<file path="config.mk">
export PLATFORM = sky130hd
export DESIGN_NAME = quadrature_detent_position_counter_top
export DESIGN_NICKNAME = d
export VERILOG_FILES = /design/src/sv/qdpc_pkg.sv /design/src/sv/qdpc_regs.sv /design/src/sv/qdpc_track.sv /design/src/sv/qdpc_scale.sv /design/src/sv/quadrature_detent_position_counter_top.sv
export VERILOG_INCLUDE_DIRS = /design/src /design/src/sv
export SDC_FILE = /design/constraint.sdc
export NUM_CORES = 2
export LEC_CHECK = 0
export ABC_AREA = 0
export BUFFER_PORTS_ARGS = -buffer_cell sky130_fd_sc_hd__buf_2
export CAP_MARGIN = 5
export CORE_MARGIN = 3
export CORE_UTILIZATION = 40
export CTS_CLUSTER_SIZE = 16
export DETAILED_ROUTE_END_ITERATION = 7
export SYNTH_ARGS = -nofsm -noshare
export SYNTH_HDL_FRONTEND = slang
export SYNTH_HIERARCHICAL = 1
export SYNTH_SLANG_ARGS = --single-unit
</file>
<file path="constraint.sdc">
create_clock -name aclk -period 14.7 [get_ports aclk]
set_input_delay 2.94 -clock aclk [delete_from_list [all_inputs] [get_ports aclk]]
set_output_delay 2.94 -clock aclk [all_outputs]
set_load 0.02 [all_outputs]
</file>
<file path="src/sv/quadrature_detent_position_counter_top_macros.svh">
// ----------------------------------------------------------------------------
// Assertion macros for the quadrature detent position counter
// Implication checks that drop out of synthesis builds
// ----------------------------------------------------------------------------
`ifndef QUADRATURE_DETENT_POSITION_COUNTER_TOP_MACROS_SVH
`define QUADRATURE_DETENT_POSITION_COUNTER_TOP_MACROS_SVH

`ifndef SYNTHESIS
// same-cycle implication
`define QDPC_ASSERT_IMP(lbl, clk, rstn, ante, cons, msg) \
    lbl: assert property (@(posedge clk) disable iff (!(rstn)) (ante) |-> (cons)) \
        else $error(msg);
// next-cycle implication
`define QDPC_ASSERT_NXT(lbl, clk, rstn, ante, cons, msg) \
    lbl: assert property (@(posedge clk) disable iff (!(rstn)) (ante) |=> (cons)) \
        else $error(msg);
`else
`define QDPC_ASSERT_IMP(lbl, clk, rstn, ante, cons, msg)
`define QDPC_ASSERT_NXT(lbl, clk, rstn, ante, cons, msg)
`endif

`endif

</file>
<file path="src/sv/qdpc_pkg.sv">
// ----------------------------------------------------------------------------
// qdpc_pkg
// Shared types, register map and decode constants of the detent counter
// ----------------------------------------------------------------------------
package qdpc_pkg;

    // register map, word index = paddr[4:2]
    typedef enum logic [2:0] {
        REG_MIN_VALUE      = 3'd0,
        REG_STEP_SIZE      = 3'd1,
        REG_N_STEPS        = 3'd2,
        REG_INVERT         = 3'd3,
        REG_WRAP_AROUND    = 3'd4,
        REG_START_POSITION = 3'd5
    } qdpc_reg_t;

    localparam int unsigned ADDR_WIDTH = 5;

    localparam logic signed [31:0] MIN_VALUE_RST      = 32'sd0;
    localparam logic        [30:0] STEP_SIZE_RST      = 31'd65536;
    localparam logic        [15:0] N_STEPS_RST        = 16'd65535;
    localparam logic        [15:0] START_POSITION_RST = 16'd0;

    // step codes
    localparam logic signed [1:0] STEP_NONE = 2'sb00;
    localparam logic signed [1:0] STEP_UP   = 2'sb01;
    localparam logic signed [1:0] STEP_DOWN = 2'sb11;

    // accumulator values that mark a full detent
    localparam logic [7:0] SUM_DETENT_UP   = 8'h04;
    localparam logic [7:0] SUM_DETENT_DOWN = 8'hFC;

    // old pins, new pins -> increment; 8'h0E flags a bounce
    localparam logic [7:0] TRANS_TABLE [0:15] = '{
        8'h00, 8'hFF, 8'h01, 8'h0E, 8'h01, 8'h00, 8'h0E, 8'hFF,
        8'hFF, 8'h0E, 8'h00, 8'h01, 8'h0E, 8'h01, 8'hFF, 8'h00
    };

    typedef struct packed {
        logic signed [31:0] min_value;
        logic        [30:0] step_size;
        logic        [15:0] n_steps;
        logic               invert;
        logic               wrap_around;
        logic        [15:0] start_position;
        logic               load_start;
        logic        [15:0] load_value;
    } qdpc_cfg_t;

endpackage

</file>
<file path="src/sv/qdpc_regs.sv">
// ----------------------------------------------------------------------------
// qdpc_regs
// APB register file holding scale, range and direction settings
// ----------------------------------------------------------------------------
module qdpc_regs
    import qdpc_pkg::*;
(
    input  logic                  aclk,
    input  logic                  aresetn,
    input  logic                  psel,
    input  logic                  penable,
    input  logic                  pwrite,
    input  logic [ADDR_WIDTH-1:0] paddr,
    input  logic [31:0]           pwdata,
    output logic [31:0]           prdata,
    output logic                  pready,
    output qdpc_cfg_t             cfg
);

    logic signed [31:0] min_value_reg;
    logic        [30:0] step_size_reg;
    logic        [15:0] n_steps_reg;
    logic               invert_reg;
    logic               wrap_around_reg;
    logic        [15:0] start_position_reg;
    logic               wr_en;
    qdpc_reg_t          reg_sel;

    assign pready  = 1'b1;
    assign wr_en   = psel & penable & pwrite;
    assign reg_sel = qdpc_reg_t'(paddr[ADDR_WIDTH-1:2]);

    always_ff @(posedge aclk) begin
        if (!aresetn) begin
            min_value_reg      <= MIN_VALUE_RST;
            step_size_reg      <= STEP_SIZE_RST;
            n_steps_reg        <= N_STEPS_RST;
            invert_reg         <= 1'b0;
            wrap_around_reg    <= 1'b0;
            start_position_reg <= START_POSITION_RST;
        end else if (wr_en) begin
            unique case (reg_sel)
                REG_MIN_VALUE:      min_value_reg      <= pwdata;
                REG_STEP_SIZE:      step_size_reg      <= pwdata[30:0];
                REG_N_STEPS:        n_steps_reg        <= pwdata[15:0];
                REG_INVERT:         invert_reg         <= pwdata[0];
                REG_WRAP_AROUND:    wrap_around_reg    <= pwdata[0];
                REG_START_POSITION: start_position_reg <= pwdata[15:0];
                default: ;
            endcase
        end
    end

    always_comb begin
        unique case (reg_sel)
            REG_MIN_VALUE:      prdata = min_value_reg;
            REG_STEP_SIZE:      prdata = {1'b0, step_size_reg};
            REG_N_STEPS:        prdata = {16'd0, n_steps_reg};
            REG_INVERT:         prdata = {31'd0, invert_reg};
            REG_WRAP_AROUND:    prdata = {31'd0, wrap_around_reg};
            REG_START_POSITION: prdata = {16'd0, start_position_reg};
            default:            prdata = 32'd0;
        endcase
    end

    always_comb begin
        cfg.min_value      = min_value_reg;
        cfg.step_size      = step_size_reg;
        cfg.n_steps        = n_steps_reg;
        cfg.invert         = invert_reg;
        cfg.wrap_around    = wrap_around_reg;
        cfg.start_position = start_position_reg;
        // counter load happens on the same edge as the register write
        cfg.load_start     = wr_en && (reg_sel == REG_START_POSITION);
        cfg.load_value     = pwdata[15:0];
    end

endmodule

</file>
<file path="src/sv/qdpc_track.sv">
// ----------------------------------------------------------------------------
// qdpc_track
// Transition decode, detent accumulator and clamped/wrapped position counter
// ----------------------------------------------------------------------------
`include "quadrature_detent_position_counter_top_macros.svh"

module qdpc_track
    import qdpc_pkg::*;
#(
    parameter int unsigned POSITION_WIDTH = 16
) (
    input  logic                      aclk,
    input  logic                      aresetn,
    input  qdpc_cfg_t                 cfg,
    input  logic                      s_valid,
    output logic                      s_ready,
    input  logic                      s_pin_a,
    input  logic                      s_pin_b,
    output logic                      t_valid,
    input  logic                      t_ready,
    output logic signed [1:0]         t_step,
    output logic [POSITION_WIDTH-1:0] t_pos
);

    localparam int unsigned PW = POSITION_WIDTH;
    localparam int unsigned EW = PW + 16;

    logic [1:0]    last_pins_reg;
    logic [7:0]    sum_reg;
    logic [PW-1:0] pos_reg;
    logic          valid_reg;
    logic signed [1:0] step_reg;
    logic [PW-1:0] tpos_reg;

    logic [1:0]    pins_now;
    logic [7:0]    sum_add;
    logic [7:0]    sum_next;
    logic signed [1:0] dir_raw;
    logic signed [1:0] dir_next;
    logic [PW-1:0] pos_next;
    logic [PW-1:0] top;
    logic [EW-1:0] nsteps_ext;
    logic [EW-1:0] mask_ext;
    logic [EW-1:0] load_ext;
    logic [EW-1:0] rst_ext;
    logic [PW:0]   pos_inc;
    logic [PW-1:0] pos_dec;
    logic          accept;

    assign s_ready = !valid_reg || t_ready;
    assign accept  = s_valid && s_ready;
    assign pins_now = {s_pin_a, s_pin_b};

    // highest position, n_steps saturated to the counter width
    assign nsteps_ext = {{PW{1'b0}}, cfg.n_steps};
    assign mask_ext   = {16'd0, {PW{1'b1}}};
    assign top        = (nsteps_ext > mask_ext) ? mask_ext[PW-1:0] : nsteps_ext[PW-1:0];
    assign load_ext   = {{PW{1'b0}}, cfg.load_value};
    assign rst_ext    = {{PW{1'b0}}, START_POSITION_RST};

    always_comb begin
        sum_add = sum_reg + TRANS_TABLE[{last_pins_reg, pins_now}];
        dir_raw = STEP_NONE;
        sum_next = sum_add;
        if (sum_add[1:0] == 2'b00) begin
            if (sum_add == SUM_DETENT_UP) begin
                dir_raw = STEP_UP;
            end else if (sum_add == SUM_DETENT_DOWN) begin
                dir_raw = STEP_DOWN;
            end
            sum_next = 8'd0;
        end
        dir_next = cfg.invert ? -dir_raw : dir_raw;
    end

    always_comb begin
        pos_inc = {1'b0, pos_reg} + {{PW{1'b0}}, 1'b1};
        pos_dec = pos_reg - {{(PW-1){1'b0}}, 1'b1};
        pos_next = pos_reg;
        unique case (dir_next)
            STEP_UP: begin
                if (pos_inc > {1'b0, top}) begin
                    pos_next = cfg.wrap_around ? '0 : top;
                end else begin
                    pos_next = pos_inc[PW-1:0];
                end
            end
            STEP_DOWN: begin
                if (pos_reg == '0) begin
                    pos_next = cfg.wrap_around ? top : '0;
                end else if (pos_dec > top) begin
                    pos_next = cfg.wrap_around ? '0 : top;
                end else begin
                    pos_next = pos_dec;
                end
            end
            default: pos_next = pos_reg;
        endcase
    end

    always_ff @(posedge aclk) begin
        if (!aresetn) begin
            last_pins_reg <= 2'b00;
            sum_reg       <= 8'd0;
            pos_reg       <= rst_ext[PW-1:0];
            valid_reg     <= 1'b0;
        end else begin
            if (cfg.load_start) begin
                pos_reg <= load_ext[PW-1:0];
            end else if (accept) begin
                pos_reg <= pos_next;
            end
            if (accept) begin
                last_pins_reg <= pins_now;
                sum_reg       <= sum_next;
                valid_reg     <= 1'b1;
            end else if (t_ready) begin
                valid_reg <= 1'b0;
            end
        end
    end

    always_ff @(posedge aclk) begin
        if (accept) begin
            step_reg <= dir_next;
            tpos_reg <= pos_next;
        end
    end

    assign t_valid = valid_reg;
    assign t_step  = step_reg;
    assign t_pos   = tpos_reg;

    `QDPC_ASSERT_IMP(a_move_in_range, aclk, aresetn,
        accept && (dir_next != STEP_NONE), pos_next <= top,
        "position left the range after a move")
    `QDPC_ASSERT_NXT(a_hold_without_move, aclk, aresetn,
        accept && (dir_next == STEP_NONE) && !cfg.load_start, pos_reg == $past(pos_reg),
        "position changed without a detent")
    `QDPC_ASSERT_NXT(a_sum_cleared_on_detent, aclk, aresetn,
        accept && (dir_raw != STEP_NONE), sum_reg == 8'd0,
        "accumulator not cleared after a detent")

endmodule

</file>
<file path="src/sv/qdpc_scale.sv">
// ----------------------------------------------------------------------------
// qdpc_scale
// Position times step size, plus offset, saturated to signed Q16.16
// ----------------------------------------------------------------------------
`include "quadrature_detent_position_counter_top_macros.svh"

module qdpc_scale
    import qdpc_pkg::*;
#(
    parameter int unsigned POSITION_WIDTH = 16
) (
    input  logic                      aclk,
    input  logic                      aresetn,
    input  qdpc_cfg_t                 cfg,
    input  logic                      t_valid,
    output logic                      t_ready,
    input  logic signed [1:0]         t_step,
    input  logic [POSITION_WIDTH-1:0] t_pos,
    output logic                      m_valid,
    input  logic                      m_ready,
    output logic signed [1:0]         m_step_taken,
    output logic [15:0]               m_position,
    output logic signed [31:0]        m_scaled_value
);

    localparam int unsigned PW = POSITION_WIDTH;
    localparam int unsigned MW = PW + 31;
    localparam int unsigned SW = MW + 2;

    logic              prod_valid_reg;
    logic [MW-1:0]     prod_reg;
    logic signed [1:0] prod_step_reg;
    logic [PW-1:0]     prod_pos_reg;

    logic              m_valid_reg;
    logic signed [1:0] m_step_reg;
    logic [15:0]       m_position_reg;
    logic signed [31:0] m_scaled_reg;

    logic              out_ready;
    logic              prod_load;
    logic              out_load;
    logic signed [SW-1:0] sum;
    logic [SW-32:0]    sum_top;
    logic signed [31:0] sat_value;
    logic [PW+15:0]    pos_ext;

    assign out_ready = !m_valid_reg || m_ready;
    assign t_ready   = !prod_valid_reg || out_ready;
    assign prod_load = t_valid && t_ready;
    assign out_load  = prod_valid_reg && out_ready;

    always_comb begin
        sum = $signed({2'b00, prod_reg}) + $signed({{(SW-32){cfg.min_value[31]}}, cfg.min_value});
        sum_top = sum[SW-1:31];
        // in range when all bits above bit 30 agree
        if ((sum_top == '0) || (sum_top == '1)) begin
            sat_value = sum[31:0];
        end else if (sum[SW-1]) begin
            sat_value = 32'sh8000_0000;
        end else begin
            sat_value = 32'sh7FFF_FFFF;
        end
    end

    assign pos_ext = {16'd0, prod_pos_reg};

    always_ff @(posedge aclk) begin
        if (!aresetn) begin
            prod_valid_reg <= 1'b0;
            m_valid_reg    <= 1'b0;
        end else begin
            if (prod_load) begin
                prod_valid_reg <= 1'b1;
            end else if (out_ready) begin
                prod_valid_reg <= 1'b0;
            end
            if (out_load) begin
                m_valid_reg <= 1'b1;
            end else if (m_ready) begin
                m_valid_reg <= 1'b0;
            end
        end
    end

    always_ff @(posedge aclk) begin
        if (prod_load) begin
            prod_reg      <= MW'(t_pos) * MW'(cfg.step_size);
            prod_step_reg <= t_step;
            prod_pos_reg  <= t_pos;
        end
        if (out_load) begin
            m_step_reg     <= prod_step_reg;
            m_position_reg <= pos_ext[15:0];
            m_scaled_reg   <= sat_value;
        end
    end

    assign m_valid        = m_valid_reg;
    assign m_step_taken   = m_step_reg;
    assign m_position     = m_position_reg;
    assign m_scaled_value = m_scaled_reg;

    `QDPC_ASSERT_NXT(a_zero_product_is_offset, aclk, aresetn,
        out_load && (prod_reg == '0), m_scaled_value == $past(cfg.min_value),
        "zero product did not give the offset")
    `QDPC_ASSERT_NXT(a_no_overwrite, aclk, aresetn,
        prod_valid_reg && !out_ready, prod_valid_reg && $stable(prod_reg),
        "product stage overwritten while stalled")

endmodule

</file>
<file path="src/sv/quadrature_detent_position_counter_top.sv">
// pipeline: an accepted beat passes the track, product and output registers in turn
// throughput: one sample per cycle unless m_ready stalls the output; the position counter and detent
//   accumulator settle in the cycle of acceptance, the multiply has its own stage
// reset (aresetn low, synchronous): registers to defaults, pin history and
//   accumulator cleared, position loaded from the start_position default
// ----------------------------------------------------------------------------
// quadrature_detent_position_counter_top
// Quadrature detent decoder with scaled Q16.16 position output
// ----------------------------------------------------------------------------
module quadrature_detent_position_counter_top
    import qdpc_pkg::*;
#(
    parameter int unsigned POSITION_WIDTH = 16
) (
    input  logic                  aclk,
    input  logic                  aresetn,
    input  logic                  psel,
    input  logic                  penable,
    input  logic                  pwrite,
    input  logic [ADDR_WIDTH-1:0] paddr,
    input  logic [31:0]           pwdata,
    output logic [31:0]           prdata,
    output logic                  pready,
    input  logic                  s_valid,
    output logic                  s_ready,
    input  logic                  s_pin_a,
    input  logic                  s_pin_b,
    output logic                  m_valid,
    input  logic                  m_ready,
    output logic signed [1:0]     m_step_taken,
    output logic [15:0]           m_position,
    output logic signed [31:0]    m_scaled_value
);

    qdpc_cfg_t                 cfg;
    logic                      t_valid;
    logic                      t_ready;
    logic signed [1:0]         t_step;
    logic [POSITION_WIDTH-1:0] t_pos;

    qdpc_regs u_regs (
        .aclk    (aclk),
        .aresetn (aresetn),
        .psel    (psel),
        .penable (penable),
        .pwrite  (pwrite),
        .paddr   (paddr),
        .pwdata  (pwdata),
        .prdata  (prdata),
        .pready  (pready),
        .cfg     (cfg)
    );

    qdpc_track #(
        .POSITION_WIDTH (POSITION_WIDTH)
    ) u_track (
        .aclk    (aclk),
        .aresetn (aresetn),
        .cfg     (cfg),
        .s_valid (s_valid),
        .s_ready (s_ready),
        .s_pin_a (s_pin_a),
        .s_pin_b (s_pin_b),
        .t_valid (t_valid),
        .t_ready (t_ready),
        .t_step  (t_step),
        .t_pos   (t_pos)
    );

    qdpc_scale #(
        .POSITION_WIDTH (POSITION_WIDTH)
    ) u_scale (
        .aclk           (aclk),
        .aresetn        (aresetn),
        .cfg            (cfg),
        .t_valid        (t_valid),
        .t_ready        (t_ready),
        .t_step         (t_step),
        .t_pos          (t_pos),
        .m_valid        (m_valid),
        .m_ready        (m_ready),
        .m_step_taken   (m_step_taken),
        .m_position     (m_position),
        .m_scaled_value (m_scaled_value)
    );

endmodule
</file>
# Word level (Yosys, flattened, before mapping)
# Memories as Yosys holds them, arrays and structs flattened.
# Index checks and enable logic that the tools add are counted.
dict set report totals {
  reg_bits 259
  rom_bits 128
  in_bits 46
  output_inout_bits 85
  wordCells 94
  mem_count 1
}
dict set report classes {
  n_addsub 5
  multipliers 1
  n_lt_le_gt_ge 4
  eq_ne 10
  mux 25
  bitwise_logic 3
  n_reduce_logical 25
}
# name words width rd rd_ports_with_merged_regs write_ports line
set mem_list {}
lappend mem_list {{(name not given)} 16 8 1 0 0 qdpc_track.sv:62} ;# sum_add = sum_reg + TRANS_TABLE[{last_pins_reg, pins_now}];
# operator n
set op_table {}
lappend op_table {{32-bit one-hot mux with 6 select lines} 1}
lappend op_table {{16-bit 2-to-1 mux} 8}
lappend op_table {{32-bit 2-to-1 mux} 2}
lappend op_table {{48-bit by 32-bit adder with 49-bit output} 1}
lappend op_table {{16-bit by 31-bit multiplier with 47-bit output} 1}
lappend op_table {{16-bit one-hot mux with 2 select lines} 1}
lappend op_table {{8-bit 2-to-1 mux} 3}
lappend op_table {{18-bit == test, second input constant} 1}
lappend op_table {{18-bit zero test} 1}
lappend op_table {{16-bit by 1-bit adder with 17-bit output, second input constant} 1}
lappend op_table {{17-bit by 16-bit greater-than comparator with 1-bit output} 1}
lappend op_table {{16-bit greater-than comparator} 1}
lappend op_table {{16-bit greater-than comparator, second input constant} 1}
lappend op_table {{16-bit zero test} 1}
lappend op_table {{16-bit by 1-bit subtractor with 16-bit output, second input constant} 1}
lappend op_table {{2-bit AND reduction} 6}
lappend op_table {{8-bit adder} 1}
lappend op_table {{8-bit by 3-bit == test with 1-bit output, second input constant} 1}
lappend op_table {{8-bit == test, second input constant} 1}
lappend op_table {{2-bit 2-to-1 mux} 4}
lappend op_table {{2-bit nonzero test} 4}
lappend op_table {{3-bit by 2-bit == test with 1-bit output, second input constant} 2}
lappend op_table {{3-bit == test, second input constant} 2}
lappend op_table {{1-bit 2-to-1 mux} 6}
lappend op_table {{12 further kinds} 21}

# Logic depth before layout (Yosys ltp)
dict set report depth {
  word_depth 15
  mapped_depth 25
  mapped_depth_nobuf 24
}

# Hierarchy
# Netlist, hierarchy kept.
# mod n_inst cells_each area_per_inst_um2 seq_area_each_um2
set modules_own_cells {}
lappend modules_own_cells {qdpc_scale 1 2463 22666.7 3493.4}
lappend modules_own_cells {qdpc_track 1 544 4521.8 1081.0}
lappend modules_own_cells {qdpc_regs 1 465 4471.8 1941.9}

# Worst setup path before layout
# OpenSTA, ideal clock, no wires.
dict set report synth_path {
  path_kind {input -> output}
  from {in paddr[4]}
  to {out prdata[10]}
  t_arrival_ps 4092
  setup_slack_ps 7668
  stages 6
  n_path_buf 3
  path_cell_list {buf_2 -> and3b_1 -> clkbuf_1 -> buf_2 -> a22o_1 -> a221o_1}
}
dict set report synth_between {
  elab_chain_len 2
  elab_cells_between_ends 7
}
# element line
set synth_rtl {}
lappend synth_rtl {{start, declared} quadrature_detent_position_counter_top.sv:20} ;# input logic [ADDR_WIDTH-1:0] paddr,
lappend synth_rtl {{3-bit == test, or another cell as far along} qdpc_regs.sv:55} ;# unique case (reg_sel)
lappend synth_rtl {{32-bit one-hot mux with 6 select lines *} qdpc_regs.sv:55}
lappend synth_rtl {{end, declared} quadrature_detent_position_counter_top.sv:22} ;# output logic [31:0] prdata,
# Every way passes the cells marked *; elsewhere a longest branch is shown, timed or not.

# Worst setup path in the final report
dict set report layout_path {
  from {in paddr[3]}
  to {out prdata[13]}
}
# Same word-level chain as after synthesis.

==> run metrics <==
status finished, final reports clean; Initial Utilization 40.60%; CTS Buf Count 30; initial antenna violation count 2; Peak VDD IR 0.00008717 V; row cnt 102; fin cells between 4k and 5k; max reg flops 47; CTS tree yes; Routed WL per cell 20.12 um; die area between 80,000 and 90,000 sq um; CTS-repair resized insts 0; power density cells 57.74 nW/um^2; sequential area share after synthesis 20.58%; Setup WS pre-CTS just under 7 ns; fin crit share 53.24%; Nets 4,133; Post-synth EDFFs 133; DR DRC count 0; Tightest Pin Transition roughly 1.2 ns; number of global-route vias before repair 24.90k; Slew Limit Fails 0; synthesized area per cell 9.119 sq um; crit path max fanout 15; drt total wl 91.24 mm; Seq cells post-synth 259; share of layout cells above drive strength 1 8.128%; synth unique cells 92; ant diodes 0; clock tree buffer depth 3; Final Power 1.966 mW; final worst slack 6.873 ns; clock root cell clkbuf_16; Setup CP Type input port to output port; RSZ-0062 raised after global routing false; static leakage 15.58 nW; CP Launch Type input port; max cap viols 0; DIE WIDTH 287.3 um; placed cell count between 4k and 5k; most frequent cells in the layout 515 x nand2_1, 493 x inv_1, 406 x fa_1; Post-Syn Instances 3,472; Worst Skew between 0.07 and 0.08 ns; Core Util, Final between 40 and 50%; endpoint type of the worst setup path output port; GPL Wtd Cong 0.9203; vias per std cell ~5.5; die height 287.3 um; Top FF cell, synth edfxtp_1; total congestion overflow 0; clock sinks 259; fmax ~0.13 GHz; share of synthesized registers carrying an async set or reset 0%; H-tree depth 1; Hold Crit Class flip-flop to flip-flop; pin count of the biggest net entering global routing 98; Hold Buf Count CTS 0; clk slew on worst S/H paths around 0.06 ns; core area 77,980 sq um; I/O pin cnt 131; final count of hold timing violations 0; Slew Limit Headroom between 20% and 30%; first-pass GRT wire length 145.0 mm; DR iter-0 viols 1,632; Net Count, Synth 4,135; most common cell after layout, fill and taps aside nand2_1; Tmin final between 7 and 8 ns; clock latency on the worst-skew pair 0.62 ns; WP data arrival 4.89 ns; Setup TNS 0 ns; Final ANT Viol Nets 0; Critical Path RT 11.76 ns; Area Growth Syn to Fin 7.536%; Post-Syn Area 31,660 sq um; DR vias around 25k; GR Util All Layers between 20% and 30%; DP Wirelength 67.25 mm; Port Buffers between 100 and 150; Synth Warn # 6; Post-CTS Setup Repair Bufs 0; # setup viols final 0; Initial DRT Pass Iterations 5
[power by group]
part | switching (mW) | leakage, nW | internal, mW | total [mW]
clock | 0.321 | 0.490 | 0.450 | 0.771
combinational | 0.256 | 12.8 | 0.134 | 0.389
sequential | 0.0192 | 2.24 | 0.786 | 0.805
total | 0.596 | 15.6 | 1.37 | 1.97
[through the flow]
step           hold WS [ns]  area, sq um
3_5_place_dp         0.4052        33030
4_1_cts              0.4104        34050
5_1_grt              0.4100        34050
2_1_floorplan        0.4003        31660
6_report             0.4111        34050
3_3_place_gp         0.4014        33030
[kinds of logic after synthesis]
family	synth area share (%)
adder cells (fa/ha/maj)	34.01
AND/OR/NAND/NOR	17.75
flip-flops	20.58
other	0.01184
XOR/XNOR	2.984
AO/OA/AOI/OAI	12.33
multiplexers	3.624
buffers and inverters	8.714
[layout make-up]
cell class | instances | area (sq um)
Inverter | 493 | 1851
Clock buffer | 35 | 769.5
Clock inverter | 21 | 251.5
Timing Repair Buffer | 168 | 945.9
Tap cell | 1040 | 1301
Multi-Input combinational cell | 2518 | 22410
Sequential cell | 259 | 6516
Fill cell | 7604 | 43930
[routing by layer]
layer,global-route usage (%),vias up,routed length [um]
li1,-,11430,-
met1,32.93,12370,43270
met2,35.22,800,40560
met3,2.625,109,5636
met4,4.621,2,1754
met5,0,-,14
[synthesized netlist by cell type, types with 28 or more instances]
master,n,share of area [%]
nor2b_1,59,1.2
mux2i_1,109,3.4
nand4_1,33,0.65
clkbuf_1,155,1.8
nor2_1,114,1.4
o21ai_0,64,1.0
nand2_1,515,6.1
xnor2_1,65,1.8
fa_1,406,26
and2_1,221,4.4
dfxtp_1,126,8.0
a32oi_1,28,0.77
ha_1,211,8.3
xor2_1,41,1.1
inv_1,493,5.8
a21oi_1,125,2.0
nand3_1,49,0.77
a22o_1,32,0.89
a21o_1,51,1.2
edfxtp_1,133,13
nor3_1,34,0.54
[final timing paths]
check | slack (ns) | cells past startpoint | to | start
hold / removal | 0.41 | 0 | u_scale/m_position[8] | u_scale/prod_pos_reg[8]
setup reg to reg | 7.18 | 21 | u_scale/prod_reg[46] | u_regs/step_size_reg[16]
hold reg to reg | 0.41 | 0 | u_scale/m_position[8] | u_scale/prod_pos_reg[8]
setup / recovery | 6.87 | 5 | prdata[13] | paddr[3]
[worst max-delay path, cell delays in order]
cell,delay (ns)
buf_2,0.20
nor3b_2,0.98
a22o_1,0.34
a221o_1,0.22
buf_2,0.20
No activity file was read; power rests on OpenSTA's default activity.
